==> config.mk <==
export PLATFORM = sky130hd
export DESIGN_NAME = wifi_mgmt_attack_monitor_core
export DESIGN_NICKNAME = d
export VERILOG_FILES = /design/src/wmam_pkg.sv /design/src/wmam_ctrl.sv /design/src/wmam_dp.sv /design/src/wifi_mgmt_attack_monitor_core.sv
export SDC_FILE = /design/constraint.sdc
export NUM_CORES = 2
export LEC_CHECK = 0
export BUFFER_PORTS_ARGS = -buffer_cell sky130_fd_sc_hd__buf_4
export CAP_MARGIN = 25
export CORE_ASPECT_RATIO = 1.25
export CORE_UTILIZATION = 45
export CTS_CLUSTER_DIAMETER = 150
export DETAILED_ROUTE_END_ITERATION = 8
export PLACE_DENSITY = 0.58
export SLEW_MARGIN = 20
export SYNTH_ARGS = -nofsm -noshare
export SYNTH_HDL_FRONTEND = slang
export SYNTH_HIERARCHICAL = 1
export SYNTH_SLANG_ARGS = --single-unit
export TNS_END_PERCENT = 1
==> constraint.sdc <==
create_clock -name clk_i -period 27.4 [get_ports clk_i]
set_input_delay 2.74 -clock clk_i [delete_from_list [all_inputs] [get_ports clk_i]]
set_output_delay 2.74 -clock clk_i [all_outputs]
set_load 0.005 [all_outputs]
==> src/wmam_pkg.sv <==
// Shared types and constants for the management frame attack monitor.
package wmam_pkg;

  localparam int unsigned TableEntries = 8;
  localparam int unsigned SsidMaxBytes = 32;
  localparam int unsigned SsidWords = SsidMaxBytes / 8;
  localparam int unsigned TabIdxW = (TableEntries > 1) ? $clog2(TableEntries) : 1;
  localparam int unsigned SeenCntW = $clog2(TableEntries + 1);
  localparam int unsigned SsidBits = SsidMaxBytes * 8;

  // Element walk phases.
  typedef enum logic [2:0] {
    PH_ID        = 3'd0,
    PH_LEN       = 3'd1,
    PH_SSID_LEN  = 3'd2,
    PH_SKIP      = 3'd3,
    PH_SSID_BODY = 3'd4,
    PH_DONE      = 3'd5
  } phase_e;

  // Frame kinds.
  localparam logic [2:0] KindDeauth   = 3'd0;
  localparam logic [2:0] KindDisassoc = 3'd1;
  localparam logic [2:0] KindProbe    = 3'd2;
  localparam logic [2:0] KindBeacon   = 3'd3;
  localparam logic [2:0] KindOther    = 3'd4;

  // Configuration register indexes.
  localparam logic [1:0] RegWindow = 2'd0;
  localparam logic [1:0] RegDeauth = 2'd1;
  localparam logic [1:0] RegBeacon = 2'd2;

  // Alert bits.
  localparam logic [3:0] AlertBcast  = 4'b0001;
  localparam logic [3:0] AlertDflood = 4'b0010;
  localparam logic [3:0] AlertBflood = 4'b0100;
  localparam logic [3:0] AlertTwin   = 4'b1000;

  // Controller to datapath commands.
  typedef struct packed {
    logic byte_en;     // consume one input beat
    logic end_latch;   // last byte: classify and update counters
    logic srch_start;  // reset table search pointer
    logic srch_step;   // compare one table entry
    logic finish;      // commit table result, load output register
  } dp_cmd_t;

  // Datapath status for the controller.
  typedef struct packed {
    logic need_search; // accepted beacon with usable SSID
    logic srch_done;   // search finished (hit or table exhausted)
  } dp_sts_t;

endpackage

==> src/wmam_ctrl.sv <==
// Controller: byte intake, end-of-frame table search sequencing, output handoff.
module wmam_ctrl (
  input  logic              clk_i,
  input  logic              rst_ni,
  input  logic              in_valid_i,
  output logic              in_stall_o,
  output logic              out_valid_o,
  input  logic              out_stall_i,
  input  logic              in_last_i,
  input  wmam_pkg::dp_sts_t sts_i,
  output wmam_pkg::dp_cmd_t cmd_o
);

  typedef enum logic [3:0] {
    ST_BYTE   = 4'b0001,
    ST_CHECK  = 4'b0010,
    ST_SEARCH = 4'b0100,
    ST_FIN    = 4'b1000
  } state_e;

  state_e state_q, state_d;
  logic   ovalid_q, ovalid_d;
  logic   take, pop;

  assign pop         = ovalid_q && !out_stall_i;
  // Output register free once popped; a new frame end waits for that.
  assign in_stall_o  = (state_q != ST_BYTE) || (in_last_i && ovalid_q && !pop);
  assign take        = in_valid_i && !in_stall_o;
  assign out_valid_o = ovalid_q;

  always_comb begin
    state_d = state_q;
    ovalid_d = ovalid_q && !pop;
    cmd_o = '0;
    case (state_q)
      ST_BYTE: begin
        cmd_o.byte_en = take;
        if (take && in_last_i) begin
          cmd_o.end_latch = 1'b1;
          state_d = ST_CHECK;
        end
      end
      ST_CHECK: begin
        cmd_o.srch_start = 1'b1;
        state_d = sts_i.need_search ? ST_SEARCH : ST_FIN;
      end
      ST_SEARCH: begin
        cmd_o.srch_step = 1'b1;
        if (sts_i.srch_done) state_d = ST_FIN;
      end
      ST_FIN: begin
        cmd_o.finish = 1'b1;
        ovalid_d = 1'b1;
        state_d = ST_BYTE;
      end
      default: state_d = ST_BYTE;
    endcase
  end

  always_ff @(posedge clk_i or negedge rst_ni) begin
    if (!rst_ni) begin
      state_q <= ST_BYTE;
      ovalid_q <= 1'b0;
    end else begin
      state_q <= state_d;
      ovalid_q <= ovalid_d;
    end
  end

endmodule

==> src/wmam_dp.sv <==
// Datapath: frame parsing, window counters, SSID table and result register.
module wmam_dp (
  input  logic              clk_i,
  input  logic              rst_ni,
  input  logic              cfg_we_i,
  input  logic [1:0]        cfg_idx_i,
  input  logic [31:0]       cfg_data_i,
  input  logic [7:0]        frame_byte_i,
  input  logic [31:0]       time_seconds_i,
  input  wmam_pkg::dp_cmd_t cmd_i,
  output wmam_pkg::dp_sts_t sts_o,
  output logic              accepted_o,
  output logic [2:0]        frame_kind_o,
  output logic [3:0]        new_alerts_o,
  output logic [3:0]        held_alerts_o
);

  localparam int unsigned TE = wmam_pkg::TableEntries;
  localparam int unsigned SB = wmam_pkg::SsidBits;
  localparam int unsigned IW = wmam_pkg::TabIdxW;
  localparam int unsigned CW = wmam_pkg::SeenCntW;

  // Configuration registers
  logic [31:0] win_q;
  logic [15:0] dth_q, bth_q;

  always_ff @(posedge clk_i or negedge rst_ni) begin
    if (!rst_ni) begin
      win_q <= 32'd10;
      dth_q <= 16'd8;
      bth_q <= 16'd40;
    end else if (cfg_we_i) begin
      case (cfg_idx_i)
        wmam_pkg::RegWindow: win_q <= cfg_data_i;
        wmam_pkg::RegDeauth: dth_q <= cfg_data_i[15:0];
        wmam_pkg::RegBeacon: bth_q <= cfg_data_i[15:0];
        default: ;
      endcase
    end
  end

  // Per-frame parse state
  logic [11:0]      pos_q;
  logic [7:0]       fc_q;
  logic             rx_ones_q;
  logic [47:0]      bssid_q;
  wmam_pkg::phase_e ph_q;
  logic [7:0]       rem_q;
  logic [SB-1:0]    ssid_q;
  logic             found_q;
  logic [5:0]       cap_q;

  logic [11:0]      pos;
  logic [7:0]       fc_n;
  logic             rx_n;
  logic [47:0]      bssid_n;
  wmam_pkg::phase_e ph_n;
  logic [7:0]       rem_n;
  logic [SB-1:0]    ssid_n;
  logic             found_n;
  logic [5:0]       cap_n;
  logic [7:0]       b;

  assign b = frame_byte_i;
  assign pos = pos_q;

  always_comb begin
    fc_n = fc_q; rx_n = rx_ones_q; bssid_n = bssid_q; ph_n = ph_q;
    rem_n = rem_q; ssid_n = ssid_q; found_n = found_q; cap_n = cap_q;
    if (pos == 12'd0) begin
      fc_n = b; rx_n = 1'b1; bssid_n = '0; ph_n = wmam_pkg::PH_ID;
      rem_n = '0; ssid_n = '0; found_n = 1'b0; cap_n = '0;
    end
    if (pos >= 12'd4 && pos <= 12'd9 && b != 8'hFF) rx_n = 1'b0;
    if (pos >= 12'd16 && pos <= 12'd21) begin
      case (pos[4:0])
        5'd16: bssid_n[7:0]   = b;
        5'd17: bssid_n[15:8]  = b;
        5'd18: bssid_n[23:16] = b;
        5'd19: bssid_n[31:24] = b;
        5'd20: bssid_n[39:32] = b;
        default: bssid_n[47:40] = b;
      endcase
    end
    if (pos >= 12'd36) begin
      case (ph_q)
        wmam_pkg::PH_ID: ph_n = (b == 8'd0) ? wmam_pkg::PH_SSID_LEN : wmam_pkg::PH_LEN;
        wmam_pkg::PH_LEN: begin
          rem_n = b;
          ph_n = (b != 8'd0) ? wmam_pkg::PH_SKIP : wmam_pkg::PH_ID;
        end
        wmam_pkg::PH_SSID_LEN: begin
          rem_n = b;
          cap_n = '0;
          if (b == 8'd0) begin
            found_n = 1'b1;
            ph_n = wmam_pkg::PH_DONE;
          end else begin
            ph_n = wmam_pkg::PH_SSID_BODY;
          end
        end
        wmam_pkg::PH_SKIP: begin
          rem_n = rem_q - 8'd1;
          if (rem_n == 8'd0) ph_n = wmam_pkg::PH_ID;
        end
        wmam_pkg::PH_SSID_BODY: begin
          if (!cap_q[5]) begin
            ssid_n[8*cap_q[4:0] +: 8] = ssid_q[8*cap_q[4:0] +: 8] | b;
            cap_n = cap_q + 6'd1;
          end
          rem_n = rem_q - 8'd1;
          if (rem_n == 8'd0) begin
            found_n = 1'b1;
            ph_n = wmam_pkg::PH_DONE;
          end
        end
        default: ph_n = wmam_pkg::PH_DONE;
      endcase
    end
  end

  always_ff @(posedge clk_i or negedge rst_ni) begin
    if (!rst_ni) begin
      pos_q <= '0; fc_q <= '0; rx_ones_q <= 1'b1; bssid_q <= '0;
      ph_q <= wmam_pkg::PH_ID; rem_q <= '0; ssid_q <= '0; found_q <= 1'b0;
      cap_q <= '0;
    end else if (cmd_i.byte_en) begin
      fc_q <= fc_n; rx_ones_q <= rx_n; bssid_q <= bssid_n; ph_q <= ph_n;
      rem_q <= rem_n; ssid_q <= ssid_n; found_q <= found_n; cap_q <= cap_n;
      if (cmd_i.end_latch) pos_q <= '0;
      else if (pos_q != 12'hFFF) pos_q <= pos_q + 12'd1;
    end
  end

  // Classification at the last byte
  logic       ok;
  logic [2:0] kind;
  always_comb begin
    ok = 1'b0;
    kind = wmam_pkg::KindOther;
    if (pos >= 12'd23 && fc_n[3:2] == 2'b00) begin
      ok = 1'b1;
      case (fc_n[7:4])
        4'hC: kind = wmam_pkg::KindDeauth;
        4'hA: kind = wmam_pkg::KindDisassoc;
        4'h4: kind = wmam_pkg::KindProbe;
        4'h8: kind = wmam_pkg::KindBeacon;
        default: ok = 1'b0;
      endcase
    end
  end

  // Window and counters, updated on the last byte
  logic [31:0] wstart_q, ws, win_eff;
  logic [15:0] dcnt_q, bcnt_q, dc, bc, dth_eff, bth_eff;
  logic [3:0]  alerts_q, raised_q;
  logic [3:0]  alerts_n, raised_n;

  assign win_eff = (win_q != 32'd0) ? win_q : 32'd10;
  assign dth_eff = (dth_q != 16'd0) ? dth_q : 16'd8;
  assign bth_eff = (bth_q != 16'd0) ? bth_q : 16'd40;

  logic restart;
  always_comb begin
    ws = (wstart_q == 32'd0) ? time_seconds_i : wstart_q;
    restart = (time_seconds_i - ws) >= win_eff;
    dc = dcnt_q;
    bc = bcnt_q;
    if (restart) begin
      ws = time_seconds_i; dc = '0; bc = '0;
    end
    alerts_n = alerts_q;
    raised_n = '0;
    if (kind == wmam_pkg::KindDeauth || kind == wmam_pkg::KindDisassoc) begin
      if (rx_n && !alerts_n[0]) begin
        alerts_n = alerts_n | wmam_pkg::AlertBcast; raised_n = raised_n | wmam_pkg::AlertBcast;
      end
      if (dc != 16'hFFFF) dc = dc + 16'd1;
      if (dc >= dth_eff && !alerts_n[1]) begin
        alerts_n = alerts_n | wmam_pkg::AlertDflood;
        raised_n = raised_n | wmam_pkg::AlertDflood;
      end
    end else if (kind == wmam_pkg::KindBeacon) begin
      if (bc != 16'hFFFF) bc = bc + 16'd1;
      if (bc >= bth_eff && !alerts_n[2]) begin
        alerts_n = alerts_n | wmam_pkg::AlertBflood;
        raised_n = raised_n | wmam_pkg::AlertBflood;
      end
    end
  end

  logic       ok_q;
  logic [2:0] kind_q;
  logic       need_q;
  logic       twin_set;

  // Canonical SSID: zero from the first zero byte on
  logic [SB-1:0] canon;
  logic          ended;
  always_comb begin
    ended = 1'b0;
    canon = '0;
    for (int k = 0; k < wmam_pkg::SsidMaxBytes; k++) begin
      if (ssid_q[8*k +: 8] == 8'd0) ended = 1'b1;
      if (!ended) canon[8*k +: 8] = ssid_q[8*k +: 8];
    end
  end

  always_ff @(posedge clk_i or negedge rst_ni) begin
    if (!rst_ni) begin
      wstart_q <= '0; dcnt_q <= '0; bcnt_q <= '0; alerts_q <= '0;
      raised_q <= '0; ok_q <= 1'b0; kind_q <= wmam_pkg::KindOther; need_q <= 1'b0;
    end else if (cmd_i.end_latch) begin
      ok_q <= ok;
      kind_q <= ok ? kind : wmam_pkg::KindOther;
      need_q <= ok && kind == wmam_pkg::KindBeacon && found_n && ssid_n[7:0] != 8'd0;
      raised_q <= ok ? raised_n : 4'd0;
      if (ok) begin
        wstart_q <= ws; dcnt_q <= dc; bcnt_q <= bc; alerts_q <= alerts_n;
      end
    end else if (cmd_i.finish && twin_set) begin
      alerts_q <= alerts_q | wmam_pkg::AlertTwin;
      raised_q <= raised_q | wmam_pkg::AlertTwin;
    end
  end

  // SSID table: one entry compared per cycle
  logic [SB-1:0] tab_ssid [TE];
  logic [47:0]   tab_bssid [TE];
  logic [CW-1:0] seen_q;
  logic [CW-1:0] sp_q;
  logic          hit_q, twin_q;
  logic          at_end, cmp;

  assign at_end = (sp_q >= seen_q);
  assign cmp = !at_end && (tab_ssid[sp_q[IW-1:0]] == canon);
  assign twin_set = twin_q && !alerts_q[3];
  assign sts_o.need_search = need_q;
  assign sts_o.srch_done = at_end || hit_q;

  always_ff @(posedge clk_i or negedge rst_ni) begin
    if (!rst_ni) begin
      seen_q <= '0; sp_q <= '0; hit_q <= 1'b0; twin_q <= 1'b0;
    end else if (cmd_i.srch_start) begin
      sp_q <= '0; hit_q <= 1'b0; twin_q <= 1'b0;
    end else if (cmd_i.srch_step && !(at_end || hit_q)) begin
      if (cmp) begin
        hit_q <= 1'b1;
        twin_q <= tab_bssid[sp_q[IW-1:0]] != bssid_q;
      end else begin
        sp_q <= sp_q + 1'b1;
      end
    end else if (cmd_i.finish && need_q && !hit_q && seen_q < CW'(TE)) begin
      seen_q <= seen_q + 1'b1;
    end
  end

  always_ff @(posedge clk_i) begin
    if (cmd_i.finish && need_q && !hit_q && seen_q < CW'(TE)) begin
      tab_ssid[seen_q[IW-1:0]] <= canon;
      tab_bssid[seen_q[IW-1:0]] <= bssid_q;
    end
  end

  // Result register
  logic       acc_oq;
  logic [2:0] kind_oq;
  logic [3:0] new_oq, held_oq;
  always_ff @(posedge clk_i) begin
    if (cmd_i.finish) begin
      acc_oq <= ok_q;
      kind_oq <= kind_q;
      new_oq <= raised_q | (twin_set ? wmam_pkg::AlertTwin : 4'd0);
      held_oq <= alerts_q | (twin_set ? wmam_pkg::AlertTwin : 4'd0);
    end
  end

  assign accepted_o = acc_oq;
  assign frame_kind_o = kind_oq;
  assign new_alerts_o = new_oq;
  assign held_alerts_o = held_oq;

endmodule

==> src/wifi_mgmt_attack_monitor_core.sv <==
// Top level of the management frame attack monitor.
// Takes one frame byte per beat. A non-final byte is taken every cycle. After
// the last byte the block passes through a check state and a finish state for
// classification and result commit; for an accepted beacon with a non-empty
// SSID it also runs the table search between them, one entry compared per
// cycle until a hit or the end of the filled table. Further bytes are stalled
// meanwhile; the result beat is held in an output register until taken, and
// the next last byte waits for it to be free. Only the search varies in length.
module wifi_mgmt_attack_monitor_core (
  input  logic        clk_i,
  input  logic        rst_ni,
  input  logic        cfg_we_i,
  input  logic [1:0]  cfg_idx_i,
  input  logic [31:0] cfg_data_i,
  input  logic        in_valid_i,
  output logic        in_stall_o,
  input  logic [7:0]  frame_byte_i,
  input  logic        frame_end_i,
  input  logic [31:0] time_seconds_i,
  output logic        out_valid_o,
  input  logic        out_stall_i,
  output logic        accepted_o,
  output logic [2:0]  frame_kind_o,
  output logic [3:0]  new_alerts_o,
  output logic [3:0]  held_alerts_o
);

  wmam_pkg::dp_cmd_t cmd;
  wmam_pkg::dp_sts_t sts;

  wmam_ctrl u_ctrl (
    .clk_i, .rst_ni, .in_valid_i, .in_stall_o, .out_valid_o, .out_stall_i,
    .in_last_i(frame_end_i), .sts_i(sts), .cmd_o(cmd)
  );

  wmam_dp u_dp (
    .clk_i, .rst_ni, .cfg_we_i, .cfg_idx_i, .cfg_data_i, .frame_byte_i,
    .time_seconds_i, .cmd_i(cmd), .sts_o(sts), .accepted_o, .frame_kind_o,
    .new_alerts_o, .held_alerts_o
  );

endmodule

==> results.sh <==
export IMPL_fin_setup_tns_ns=0
export IMPL_r2r_start="u_dp/wstart_q[25]"
export IMPL_synth_edff_count=2444
export IMPL_syn_nets=8078
export IMPL_hold_buffers=0
export IMPL_cp_slowest_cell="o41ai_1"
export IMPL_drc=2
export IMPL_critical_path_class="in -> reg"
export IMPL_cp_common_cell="a21o_1"
export IMPL_synthTopCellsByArea="edfxtp_1 58%, mux4_2 10%, dfrtp_1 9.7%"
export IMPL_powerDensity_nw_per_um2=78.2
export IMPL_hold_class="reg -> reg"
export IMPL_overflow=0
export IMPL_root_buffer="clkbuf_16"
export IMPL_drive_above_1_share_pct=17.5
export IMPL_muxShareOfSynthArea_pct=14.3
export IMPL_synth_simple_gate_area_share_pct=7.36
export IMPL_cp_end_kind="flip-flop"
export IMPL_cp_start_kind="input pin"
export IMPL_clk_pin_slew_ns=0.06
export IMPL_synth_xor_area_share_pct=1.39
export IMPL_slew_headroom_pct=23.0
export IMPL_area_growth_syn_to_layout_pct=12.1
export IMPL_vias_per_cell=6.30
export IMPL_clk_latency_ns=0.91
export IMPL_cts_tree="done"
export IMPL_cts_buffers_inserted=303
export IMPL_drt_antenna_violating_nets=0
export IMPL_cts_setup_buffers=0
export IMPL_async_flop_share_pct=16.9
export IMPL_final_common_cell="edfxtp_1"
export IMPL_worst_endpoint_arrival_ns=12.03
export IMPL_cp_max_fo=27
export IMPL_drt_total_wl_um=387000
export IMPL_setup_worst_path_start="time_seconds_i[3]"
export IMPL_hold_path_startpoint="u_dp/kind_q[1]"
export IMPL_fin_crit_ns=11.30
export IMPL_fp_row_count=217
export IMPL_hpwl_um=252000
export IMPL_cp_slowest_stage_delay_ns=0.53
export IMPL_final_cell_mix="2444 x edfxtp_1, 679 x nand2_1, 565 x mux4_2, 484 x dfrtp_1, 426 x mux2i_1"
export IMPL_die_area_um2=283000
export IMPL_ctsResizeCount=0
export IMPL_synth_avg_cell_area_um2=16.0
export IMPL_cp_required_ns=28.14
export IMPL_initial_core_util_pct=45.2
export IMPL_portBuffers=93
export IMPL_p_leak_nw=51.0
export IMPL_ys_warn_count=6
export IMPL_gp_congestion=1.07
export IMPL_synth_cell_types=93
export IMPL_grt_max_degree=138
export IMPL_ys_seq_area_share_pct=68.0
export IMPL_finalCritPeriodShare_pct=41.2
export IMPL_fin_nets=8278
export IMPL_grt_pass1_wl_um=554000
export IMPL_vias=75900
export IMPL_ys_flop_type="edfxtp_1"
export IMPL_cts_buffer_depth=4
export IMPL_grt_antenna_before_repair=19
export IMPL_htreeDepth=5
export IMPL_netlist_area_um2=126000
export IMPL_status="finished, violations left"
export IMPL_violations="design-rule violations"
export IMPL_finalHoldViolCount=0
export IMPL_grt_pass1_vias=75400
export IMPL_synth_compound_area_share_pct=6.01
export IMPL_dr_pass1_iters=9
export IMPL_maxSlewViolCount=0
export IMPL_final_core_util_pct=50.7
export IMPL_dr_first_iter_drc_count=8946
export IMPL_setup_viol=0
export IMPL_synth_fa_ha_area_share_pct=1.12
export IMPL_pin_count=94
export IMPL_maxCapViolations=0
export IMPL_skew_ns=0.0744
export IMPL_rsz0062_at_grt="false"
export IMPL_yosys_area_top_type="edfxtp_1"
export IMPL_die_w_um=476
export IMPL_synth_top_area_share_pct=58.1
export IMPL_ys_seq_elements=2941
export IMPL_synth_cells=7885
export IMPL_worst_ir_drop_vdd_uv=188
export IMPL_synth_top_family_by_area="multiplexers"
export IMPL_avgRoutedWirePerCell_um=32.1
export IMPL_design_core_area_um2=279000
export IMPL_clock_sinks=2941
export IMPL_worst_pin_slew_ns=1.15
export IMPL_grt_use_total_pct=27.2
export IMPL_fp_dieH_um=594
export IMPL_fmax_ghz=0.0885
-- sequential cells by signal, indices dropped and copies added (netlist names), 4 cells and up --
register / flops
u_dp/dth_q: 16
u_dp/wstart_q: 32
u_dp/bth_q: 16
u_ctrl/state_q: 4
u_dp/seen_q: 4
u_dp/raised_q: 4
u_dp/held_alerts_o: 4
u_dp/tab_ssid: 2048
u_dp/dcnt_q: 16
u_dp/fc_q: 6
u_dp/cap_q: 6
u_dp/alerts_q: 4
u_dp/bssid_q: 48
u_dp/ssid_q: 256
u_dp/rem_q: 8
u_dp/new_alerts_o: 4
u_dp/sp_q: 4
u_dp/pos: 12
u_dp/bcnt_q: 16
u_dp/tab_bssid: 384
u_dp/win_q: 32
-- worst max-delay path, delay by kind of cell --
kind            cells  cell delay, ns
buf+inv             1            0.12
simple gates       14            3.44
mux                 1            0.29
compound gates     25            4.44
fa+ha+maj           4            1.00
-- through the flow --
stage	cell area, um2	worst slack, ns	hold slack (ns)	total power, mW	std cells
final	142000	16.10	0.452	11.1	12100
after global routing	142000	15.36	0.472	11.6	12100
after CTS	141000	16.11	0.456	11.2	12000
after detailed placement	132000	15.23	0.441	7.05	11500
after global placement	132000	15.14	0.436	7.04	11500
after floorplan	126000	2.84	0.421	6.50	7885
-- cell usage after synthesis, types with 113 or more instances --
library cell  number
and3_1           183
ha_1             113
nor4_1           126
inv_1            132
xnor2_1          132
clkbuf_1         197
mux2i_1          426
nor2_1           258
a21oi_1          173
nand3_1          114
edfxtp_1        2444
dfrtp_1          489
and2_1           131
nand2_1          680
o21ai_0          409
mux4_2           565
-- final cells by class --
cell class	instances	area, um2
clock buffer	406	8450
multi-input combinational	4429	38400
timing repair buffer	276	2300
tap	3723	4660
sequential	2941	85900
clock inverter	143	1330
fill	22900	138000
antenna	9	22.5
inverter	134	518
-- kinds of logic after synthesis --
family                     after synthesis
DFF                                   2941
and+or+nand+nor                       1853
AOI/OAI and AO/OA                     1172
muxes                                 1091
buffers and inverters                  515
xor gates and xnor gates               200
adders and majority gates              113
-- path summary, 6_finish.rpt --
| check | to | slack, ns | cells past startpoint |
|---|---|---|---|
| worst max register to register | u_dp/raised_q[2] | 16.24 | 48 |
| min in group asynchronous | u_dp/bssid_q[8] | 1.86 | 1 |
| max in group asynchronous | u_dp/ssid_q[179] | 22.90 | 5 |
| worst max-delay path | u_dp/raised_q[2] | 16.10 | 45 |
| worst min-delay path | u_dp/frame_kind_o[1] | 0.45 | 0 |
| worst min register to register | u_dp/frame_kind_o[1] | 0.45 | 0 |
-- routing by layer --
layer	share of wire, %	vias to the layer above	track usage, %	wire length [um]
li1	-	31700	-	-
met1	39	39700	36.2	153000
met2	46	3524	42.3	179000
met3	8.0	1038	5.38	30800
met4	6.2	16	14.3	23900
met5	0.030	-	0.0515	115
-- power breakdown --
group	total, mW	internal (mW)	switching (mW)	leakage, nW
clock	4.11	2.38	1.73	4.80
combinational	1.96	0.776	1.18	15.9
sequential	5.00	4.90	0.102	30.4
total	11.1	8.06	3.01	51.0
Note: power is estimated with default switching activity, not from simulation.
